==> src/design/gtoi_pkg.sv <==
`timescale 1ns / 1ps
// ----------------------------------------------------------------------------
// gtoi_pkg
// Shared types and constants for the gyro temperature offset interpolator.
// ----------------------------------------------------------------------------
package gtoi_pkg;

    // table geometry
    localparam int DEF_NUM_ENTRIES = 16;
    // temperature counts between neighboring entries, a power of two
    localparam int TEMP_STEP = 256;
    localparam int STEP_W    = $clog2(TEMP_STEP);

    // data widths
    localparam int DATA_W    = 16;
    localparam int IDX_W     = DATA_W + 1;   // exact temperature minus origin
    localparam int RATE_W    = 10;
    localparam int RATE_SHIFT = 6;
    localparam int ENTRY_IDX_W = 4;

    // configuration register map
    localparam int CFG_IDX_W = 3;
    localparam logic [CFG_IDX_W-1:0] REG_TEMP_BASE    = 3'd0;
    localparam logic [CFG_IDX_W-1:0] REG_RESIDUAL_X   = 3'd1;
    localparam logic [CFG_IDX_W-1:0] REG_RESIDUAL_Y   = 3'd2;
    localparam logic [CFG_IDX_W-1:0] REG_RESIDUAL_Z   = 3'd3;
    localparam logic [CFG_IDX_W-1:0] REG_COUPLING_X   = 3'd4;
    localparam logic [CFG_IDX_W-1:0] REG_COUPLING_Y   = 3'd5;
    localparam logic [CFG_IDX_W-1:0] REG_COUPLING_Z   = 3'd6;

    // command codes
    localparam logic CMD_LOOKUP = 1'b0;
    localparam logic CMD_WRITE  = 1'b1;

    typedef logic signed [DATA_W-1:0] axis_t;

    // configuration register file contents
    typedef struct packed {
        axis_t temp_base;
        axis_t residual_x;
        axis_t residual_y;
        axis_t residual_z;
        axis_t coupling_x;
        axis_t coupling_y;
        axis_t coupling_z;
    } cfg_regs_t;

endpackage

==> src/design/gtoi_cfg_regs.sv <==
`timescale 1ns / 1ps
// ----------------------------------------------------------------------------
// gtoi_cfg_regs
// Configuration register file: origin, residual and coupling per axis.
// ----------------------------------------------------------------------------
module gtoi_cfg_regs
    import gtoi_pkg::*;
(
    input  logic                 aclk,
    input  logic                 aresetn,
    input  logic                 cfg_valid,
    input  logic [CFG_IDX_W-1:0] cfg_index,
    input  logic [DATA_W-1:0]    cfg_data,
    output cfg_regs_t            cfg
);

    cfg_regs_t regs_reg;
    cfg_regs_t regs_next;

    // decode one register write per word
    always_comb begin
        regs_next = regs_reg;
        if (cfg_valid) begin
            case (cfg_index)
                REG_TEMP_BASE:    regs_next.temp_base    = cfg_data;
                REG_RESIDUAL_X:   regs_next.residual_x   = cfg_data;
                REG_RESIDUAL_Y:   regs_next.residual_y   = cfg_data;
                REG_RESIDUAL_Z:   regs_next.residual_z   = cfg_data;
                REG_COUPLING_X:   regs_next.coupling_x   = cfg_data;
                REG_COUPLING_Y:   regs_next.coupling_y   = cfg_data;
                REG_COUPLING_Z:   regs_next.coupling_z   = cfg_data;
                default:          regs_next = regs_reg;
            endcase
        end
    end

    always_ff @(posedge aclk) begin
        if (!aresetn) begin
            regs_reg <= '0;
        end else begin
            regs_reg <= regs_next;
        end
    end

    assign cfg = regs_reg;

endmodule

==> src/design/gtoi_offset_table.sv <==
`timescale 1ns / 1ps
// ----------------------------------------------------------------------------
// gtoi_offset_table
// Offset table memory: one write port, two registered read ports.
// ----------------------------------------------------------------------------
module gtoi_offset_table
    import gtoi_pkg::*;
#(
    parameter int NUM_ENTRIES = DEF_NUM_ENTRIES,
    parameter int ADDR_W      = $clog2(NUM_ENTRIES)
) (
    input  logic                aclk,
    input  logic                wr_en,
    input  logic [ADDR_W-1:0]   wr_addr,
    input  logic [3*DATA_W-1:0] wr_data,
    input  logic                rd_en,
    input  logic [ADDR_W-1:0]   rd_addr_a,
    input  logic [ADDR_W-1:0]   rd_addr_b,
    output logic [3*DATA_W-1:0] rd_data_a,
    output logic [3*DATA_W-1:0] rd_data_b
);

    logic [3*DATA_W-1:0] mem [NUM_ENTRIES];

    // write port
    always_ff @(posedge aclk) begin
        if (wr_en) begin
            mem[wr_addr] <= wr_data;
        end
    end

    // read ports, data held while the pipeline stalls
    always_ff @(posedge aclk) begin
        if (rd_en) begin
            rd_data_a <= mem[rd_addr_a];
            rd_data_b <= mem[rd_addr_b];
        end
    end

endmodule

==> src/design/gtoi_interp_axis.sv <==
`timescale 1ns / 1ps
// ----------------------------------------------------------------------------
// gtoi_interp_axis
// One axis of the interpolation: left + (right - left) * frac / step,
// plus residual and optional coupling, with the rate-scaled copy.
// ----------------------------------------------------------------------------
module gtoi_interp_axis
    import gtoi_pkg::*;
(
    input  axis_t                    left_val,
    input  axis_t                    right_val,
    input  logic [STEP_W-1:0]        frac,
    input  logic                     interp,
    input  axis_t                    residual,
    input  axis_t                    coupling,
    output logic [DATA_W-1:0]        offset,
    output logic [RATE_W-1:0]        rate_offset
);

    localparam int PROD_W = IDX_W + STEP_W + 1;

    logic signed [IDX_W-1:0]  diff;
    logic signed [PROD_W-1:0] prod;
    logic signed [PROD_W-1:0] biased;
    logic signed [PROD_W-1:0] quot;
    logic [DATA_W-1:0]        coup_term;

    // exact entry difference times fraction
    assign diff = IDX_W'(right_val) - IDX_W'(left_val);
    assign prod = PROD_W'(diff) * PROD_W'($signed({1'b0, frac}));

    // divide by step, truncating toward zero
    assign biased = prod[PROD_W-1] ? prod + PROD_W'(TEMP_STEP - 1) : prod;
    assign quot   = biased >>> STEP_W;

    // wrapping 16-bit sum
    assign coup_term   = interp ? DATA_W'(coupling) : '0;
    assign offset      = DATA_W'(left_val) + quot[DATA_W-1:0]
                         + DATA_W'(residual) + coup_term;
    assign rate_offset = offset[DATA_W-1:RATE_SHIFT];

endmodule

==> src/design/gyro_temp_offset_interp_core.sv <==
`timescale 1ns / 1ps
// ----------------------------------------------------------------------------
// gyro_temp_offset_interp_core
// Temperature-compensated three-axis gyro offset with table interpolation.
// ----------------------------------------------------------------------------
//  channel   dir   handshake               payload
//  s_        in    s_valid / s_ready       cmd, temperature, entry index, x/y/z
//  m_        out   m_valid / m_ready       offsets, rate offsets, clamp flags
//  cfg_      in    cfg_valid / cfg_ready   cfg_index, cfg_data
//
//  One word per cycle in while s_ready is high; the table read register loads
//  at the accepting edge and the result register loads from it once the result
//  register is free, raising m_valid. Write commands give no result.
//  Reset clears the pipeline valids and the configuration registers; the
//  offset table is not cleared. When m_ready is low the result register holds,
//  the read stage may still fill once, then s_ready drops. cfg_ready is high.
// ----------------------------------------------------------------------------
module gyro_temp_offset_interp_core
    import gtoi_pkg::*;
#(
    parameter int NUM_ENTRIES = DEF_NUM_ENTRIES
) (
    input  logic                    aclk,
    input  logic                    aresetn,

    input  logic                    s_valid,
    output logic                    s_ready,
    input  logic                    s_cmd,
    input  logic signed [DATA_W-1:0] s_temperature,
    input  logic [ENTRY_IDX_W-1:0]  s_entry_index,
    input  logic signed [DATA_W-1:0] s_entry_x,
    input  logic signed [DATA_W-1:0] s_entry_y,
    input  logic signed [DATA_W-1:0] s_entry_z,

    output logic                    m_valid,
    input  logic                    m_ready,
    output logic signed [DATA_W-1:0] m_offset_x,
    output logic signed [DATA_W-1:0] m_offset_y,
    output logic signed [DATA_W-1:0] m_offset_z,
    output logic signed [RATE_W-1:0] m_rate_offset_x,
    output logic signed [RATE_W-1:0] m_rate_offset_y,
    output logic signed [RATE_W-1:0] m_rate_offset_z,
    output logic                    m_clamped_low,
    output logic                    m_clamped_high,

    input  logic                    cfg_valid,
    output logic                    cfg_ready,
    input  logic [CFG_IDX_W-1:0]    cfg_index,
    input  logic [DATA_W-1:0]       cfg_data
);

    localparam int ADDR_W = $clog2(NUM_ENTRIES);
    localparam int WIDE_W = 32;

    cfg_regs_t cfg;

    // handshake
    logic s_fire;
    logic lookup_fire;
    logic out_free;

    // lookup address calculation
    logic signed [IDX_W-1:0] idx;
    logic                    low;
    logic                    high;
    logic [WIDE_W-1:0]       msb_ext;
    logic [STEP_W-1:0]       frac;
    logic [ADDR_W-1:0]       addr_a;
    logic [ADDR_W-1:0]       addr_b;

    // table write decode
    logic [WIDE_W-1:0]       wr_idx_ext;
    logic                    wr_en;

    // read stage
    logic                    s1_vld_reg;
    logic                    s1_low_reg;
    logic                    s1_high_reg;
    logic [STEP_W-1:0]       s1_frac_reg;
    logic [3*DATA_W-1:0]     rd_a;
    logic [3*DATA_W-1:0]     rd_b;
    logic                    s1_interp;

    // result stage
    logic [DATA_W-1:0]       off_x, off_y, off_z;
    logic [RATE_W-1:0]       rate_x, rate_y, rate_z;
    logic                    m_valid_reg;
    logic [DATA_W-1:0]       off_x_reg, off_y_reg, off_z_reg;
    logic [RATE_W-1:0]       rate_x_reg, rate_y_reg, rate_z_reg;
    logic                    low_reg, high_reg;

    assign cfg_ready = 1'b1;

    gtoi_cfg_regs u_cfg (
        .aclk      (aclk),
        .aresetn   (aresetn),
        .cfg_valid (cfg_valid),
        .cfg_index (cfg_index),
        .cfg_data  (cfg_data),
        .cfg       (cfg)
    );

    // pipeline flow control
    assign out_free    = !m_valid_reg || m_ready;
    assign s_ready     = !s1_vld_reg || out_free;
    assign s_fire      = s_valid && s_ready;
    assign lookup_fire = s_fire && (s_cmd == CMD_LOOKUP);

    // index into the table and clamp decisions
    assign idx     = IDX_W'(s_temperature) - IDX_W'(cfg.temp_base);
    assign low     = idx[IDX_W-1];
    assign msb_ext = WIDE_W'(unsigned'(idx) >> STEP_W);
    assign high    = !low && (msb_ext >= WIDE_W'(NUM_ENTRIES - 1));
    assign frac    = (low || high) ? '0 : idx[STEP_W-1:0];

    // left and right entry addresses; clamped lookups read one entry twice
    always_comb begin
        if (low) begin
            addr_a = '0;
            addr_b = '0;
        end else if (high) begin
            addr_a = ADDR_W'(NUM_ENTRIES - 1);
            addr_b = ADDR_W'(NUM_ENTRIES - 1);
        end else begin
            addr_a = msb_ext[ADDR_W-1:0];
            addr_b = msb_ext[ADDR_W-1:0] + ADDR_W'(1);
        end
    end

    // entry writes beyond the table are dropped
    assign wr_idx_ext = WIDE_W'(s_entry_index);
    assign wr_en      = s_fire && (s_cmd == CMD_WRITE)
                        && (wr_idx_ext < WIDE_W'(NUM_ENTRIES));

    gtoi_offset_table #(
        .NUM_ENTRIES (NUM_ENTRIES),
        .ADDR_W      (ADDR_W)
    ) u_table (
        .aclk      (aclk),
        .wr_en     (wr_en),
        .wr_addr   (wr_idx_ext[ADDR_W-1:0]),
        .wr_data   ({s_entry_z, s_entry_y, s_entry_x}),
        .rd_en     (lookup_fire),
        .rd_addr_a (addr_a),
        .rd_addr_b (addr_b),
        .rd_data_a (rd_a),
        .rd_data_b (rd_b)
    );

    // read stage control
    always_ff @(posedge aclk) begin
        if (!aresetn) begin
            s1_vld_reg <= 1'b0;
        end else if (lookup_fire) begin
            s1_vld_reg <= 1'b1;
        end else if (out_free) begin
            s1_vld_reg <= 1'b0;
        end
    end

    // read stage payload
    always_ff @(posedge aclk) begin
        if (lookup_fire) begin
            s1_low_reg  <= low;
            s1_high_reg <= high;
            s1_frac_reg <= frac;
        end
    end

    assign s1_interp = !s1_low_reg && !s1_high_reg;

    // per-axis interpolation
    gtoi_interp_axis u_axis_x (
        .left_val    (rd_a[DATA_W-1:0]),
        .right_val   (rd_b[DATA_W-1:0]),
        .frac        (s1_frac_reg),
        .interp      (s1_interp),
        .residual    (cfg.residual_x),
        .coupling    (cfg.coupling_x),
        .offset      (off_x),
        .rate_offset (rate_x)
    );

    gtoi_interp_axis u_axis_y (
        .left_val    (rd_a[2*DATA_W-1:DATA_W]),
        .right_val   (rd_b[2*DATA_W-1:DATA_W]),
        .frac        (s1_frac_reg),
        .interp      (s1_interp),
        .residual    (cfg.residual_y),
        .coupling    (cfg.coupling_y),
        .offset      (off_y),
        .rate_offset (rate_y)
    );

    gtoi_interp_axis u_axis_z (
        .left_val    (rd_a[3*DATA_W-1:2*DATA_W]),
        .right_val   (rd_b[3*DATA_W-1:2*DATA_W]),
        .frac        (s1_frac_reg),
        .interp      (s1_interp),
        .residual    (cfg.residual_z),
        .coupling    (cfg.coupling_z),
        .offset      (off_z),
        .rate_offset (rate_z)
    );

    // result register control
    always_ff @(posedge aclk) begin
        if (!aresetn) begin
            m_valid_reg <= 1'b0;
        end else if (out_free) begin
            m_valid_reg <= s1_vld_reg;
        end
    end

    // result register payload
    always_ff @(posedge aclk) begin
        if (out_free && s1_vld_reg) begin
            off_x_reg  <= off_x;
            off_y_reg  <= off_y;
            off_z_reg  <= off_z;
            rate_x_reg <= rate_x;
            rate_y_reg <= rate_y;
            rate_z_reg <= rate_z;
            low_reg    <= s1_low_reg;
            high_reg   <= s1_high_reg;
        end
    end

    assign m_valid         = m_valid_reg;
    assign m_offset_x      = off_x_reg;
    assign m_offset_y      = off_y_reg;
    assign m_offset_z      = off_z_reg;
    assign m_rate_offset_x = rate_x_reg;
    assign m_rate_offset_y = rate_y_reg;
    assign m_rate_offset_z = rate_z_reg;
    assign m_clamped_low   = low_reg;
    assign m_clamped_high  = high_reg;

endmodule

==> config.mk <==
export PLATFORM = sky130hd
export DESIGN_NAME = gyro_temp_offset_interp_core
export DESIGN_NICKNAME = d
export VERILOG_FILES = /design/src/design/gtoi_pkg.sv /design/src/design/gtoi_cfg_regs.sv /design/src/design/gtoi_offset_table.sv /design/src/design/gtoi_interp_axis.sv /design/src/design/gyro_temp_offset_interp_core.sv
export SDC_FILE = /design/constraint.sdc
export NUM_CORES = 2
export LEC_CHECK = 0
export ABC_CLOCK_PERIOD_IN_PS = 14980
export BUFFER_PORTS_ARGS = -buffer_cell sky130_fd_sc_hd__buf_4
export CAP_MARGIN = 10
export CORE_AREA = 3 3 307 461
export DETAILED_ROUTE_END_ITERATION = 16
export DIE_AREA = 0 0 310 464
export HOLD_SLACK_MARGIN = 0.03
export PLACE_DENSITY = 0.72
export SLEW_MARGIN = 40
export SYNTH_ARGS = -nofsm -noshare
export SYNTH_HDL_FRONTEND = slang
export SYNTH_HIERARCHICAL = 1
export SYNTH_SLANG_ARGS = --single-unit
==> constraint.sdc <==
create_clock -name aclk -period 14.98 [get_ports aclk]
set_clock_uncertainty 0.15 [all_clocks]
set_input_delay 3.745 -clock aclk [delete_from_list [all_inputs] [get_ports aclk]]
set_output_delay 3.745 -clock aclk [all_outputs]
set_load 0.05 [all_outputs]
==> out/metrics.yaml <==
cp.required_ns: 15.22
grt_pass1_vias: 45560
post_cts_buffers: 0
hold_class: "flip-flop to flip-flop"
grt_max_degree: 96
max_stage_delay_ns: 0.71
gp_congestion: 0.914
synth.top_cell.area_share: 0.416
clockRootBuffer: "clkbuf_16"
fin_nets: 6119
htreeDepth: 3
largest_reg_flops: 768
drv_cap: 0
synth_edf_count: 954
worstPathMaxFanout: 12
hold_buffers: 0
wl_mm: 178
track_usage: 0.251
synth.avg_cell_area_um2: 13.1
post_cts_resized: 0
rsz0062_at_grt: "false"
period_share: 0.772
die_w_um: 310
worstSetupPathType: "flip-flop to flip-flop"
regMostFlops: "u_table/mem"
grt_antenna_before_repair: 14
fin_crit_ns: 11.56
worst_pin_slew_ns: 0.907
grt_pass1_wl_mm: 272
fp.dieH_um: 464
core_um2: 138000
rows: 167
ant_nets: 0
drc: 0
cpMostUsedCell: "fa_1"
end_kind: "flip-flop"
drt_iter0_markers: 3817
maxSlewHeadroom: 0.393
fill_cells: 11118
async_flop_share: 0
cts_tree: "yes"
syn_inst: 5247
slowest_stage: "fa_1"
clk_pin_slew_ns: 0.07
clock_path_buffers: 3
cp_data_arrival_time_ns: 11.80
layout-drive-gt1-share: 0.168
status: "finished, final reports clean"
setup_violations: 0
synth_area_leaders: "edfxtp_1, mux4_2, fa_1"
cts_made_buffers: 98
fp.dieArea_um2: 144000
netlist_area_um2: 68800
ys.flop_type: "edfxtp_1"
yosysUniqueCellTypes: 130
num_io_pins: 176
yosys_warnings: 6
syn-num-nets: 6024
cts_sinks: 1068
fmax_mhz: 86.5
clkLatencyLatePin_ns: 0.74
synth_top_area_cell: "edfxtp_1"
initial_core_util: 0.499
wl_per_cell_um: 24.7
yosysSeqAreaShare: 0.450
finalMaxSlewViolations: 0
setup_tns_ns: 0
portBuffers: 174
vias: 43499
start_kind: "flip-flop"
drtPass1Iterations: 6
ys_ff_latch: 1068
areaGrowthSynthToFinish_pct: 9.89
hpwl_mm: 118
overflow: 0
hold_viol: 0
vias_per_cell: 6.03
==> per-layer routing <==
| metal | routed length [um] | GRT usage |
|---|---|---|
| met3 | 15300 | 0.0473 |
| met5 | 62 | 0 |
| met4 | 7850 | 0.101 |
| met2 | 89200 | 0.427 |
| met1 | 65700 | 0.314 |
==> cells in the final DEF (no fill, tap or decap), types with 64 or more instances in the layout <==
cell type	netlist	final
nand2_1	517	517
mux4_2	384	384
and2_1	203	201
nor2b_1	69	64
o21ai_0	65	65
clkbuf_16	0	101
ha_1	266	266
xnor2_1	123	111
edfxtp_1	954	954
a22oi_1	194	194
fa_1	418	418
buf_4	52	209
mux2i_1	114	114
inv_1	732	732
nor2_1	131	115
a21oi_1	110	110
dfxtp_1	114	114
==> cells by family (layout without fill, tap and decap cells) <==
group	count (synthesis)	count (layout)	synth area share
XOR/XNOR	186	186	0.0238
flip-flops	1068	1068	0.450
adder cells (fa/ha/maj)	684	684	0.170
buffers and inverters	980	1160	0.0583
other	1	9	0.0000545
multiplexers	500	500	0.143
AND/OR/NAND/NOR	1219	1219	0.0904
AO/OA/AOI/OAI	609	609	0.0653
==> worst paths after layout <==
kind / slack [ns] / from / cells past startpoint / endpoint
max: 3.42 / u_table/rd_data_a[0] / 41 / m_rate_offset_x[6]
min reg2reg: 0.31 / u_cfg/cfg[86] / 2 / u_cfg/cfg[86]
max reg2reg: 3.42 / u_table/rd_data_a[0] / 41 / m_rate_offset_x[6]
min: 0.31 / u_cfg/cfg[86] / 2 / u_cfg/cfg[86]
==> critical path: cells and delay by family, from the launching register on <==
kind | cells | cell delay, ns
AOI/OAI and AO/OA | 17 | 3.66
and+or+nand+nor | 6 | 0.92
muxes | 1 | 0.39
adders and majority gates | 10 | 4.73
DFF | 1 | 0.47
buffers and inverters | 5 | 0.36
xor gates and xnor gates | 2 | 0.51
==> metrics by stage <==
stage                     worst slack, ns  cells  utilization  hold slack [ns]  cell area, um^2
after detailed placement             3.34   7012        0.523            0.299            72100
after floorplan                      4.27   5247            -            0.277            68800
after global placement               3.43   7006        0.521            0.292            71800
after CTS                            3.26   7197        0.547            0.308            75500
after global routing                 2.56   7202        0.548            0.331            75600
final                                3.42   7209        0.548            0.308            75600
==> cell type report <==
cell class	instances	area (um^2)	share of cell area
flip-flops and latches	1068	30900	0.409
multi-input cells	3199	34200	0.453
diodes	8	20.0	0.000265
repair buffers	243	2100	0.0278
clock inverters	64	711	0.00940
well taps	1774	2220	0.0294
clock buffers	121	2640	0.0350
inverters	732	2750	0.0363
==> cells in the mapped netlist, types with 8 or more instances <==
| master | count |
|---|---|
| mux2i_1 | 114 |
| buf_4 | 52 |
| edfxtp_1 | 954 |
| or3_1 | 16 |
| a21o_1 | 23 |
| buf_6 | 9 |
| nand3b_1 | 18 |
| and3b_1 | 11 |
| nor2b_1 | 69 |
| xnor2_1 | 123 |
| a311oi_1 | 11 |
| nand3_1 | 51 |
| nand4_1 | 14 |
| o31ai_1 | 8 |
| o21ai_0 | 65 |
| nand2_1 | 517 |
| buf_2 | 42 |
| nor2_1 | 131 |
| nand2b_1 | 27 |
| buf_1 | 32 |
| a31oi_1 | 17 |
| mux4_2 | 384 |
| a211oi_1 | 11 |
| nor3_1 | 51 |
| o211ai_1 | 21 |
| ha_1 | 266 |
| and2_1 | 203 |
| dfxtp_1 | 114 |
| o21bai_1 | 12 |
| xor2_1 | 62 |
| fa_1 | 418 |
| a211o_1 | 8 |
| o21a_1 | 25 |
| a21oi_1 | 110 |
| nor3b_1 | 15 |
| inv_1 | 732 |
| and3_1 | 21 |
| clkbuf_1 | 110 |
| a22oi_1 | 194 |
| nor4_1 | 9 |
Power is left out: the tool's default activity adds up to more than one toggle a clock period on the data nets, which glitch-free logic cannot reach.
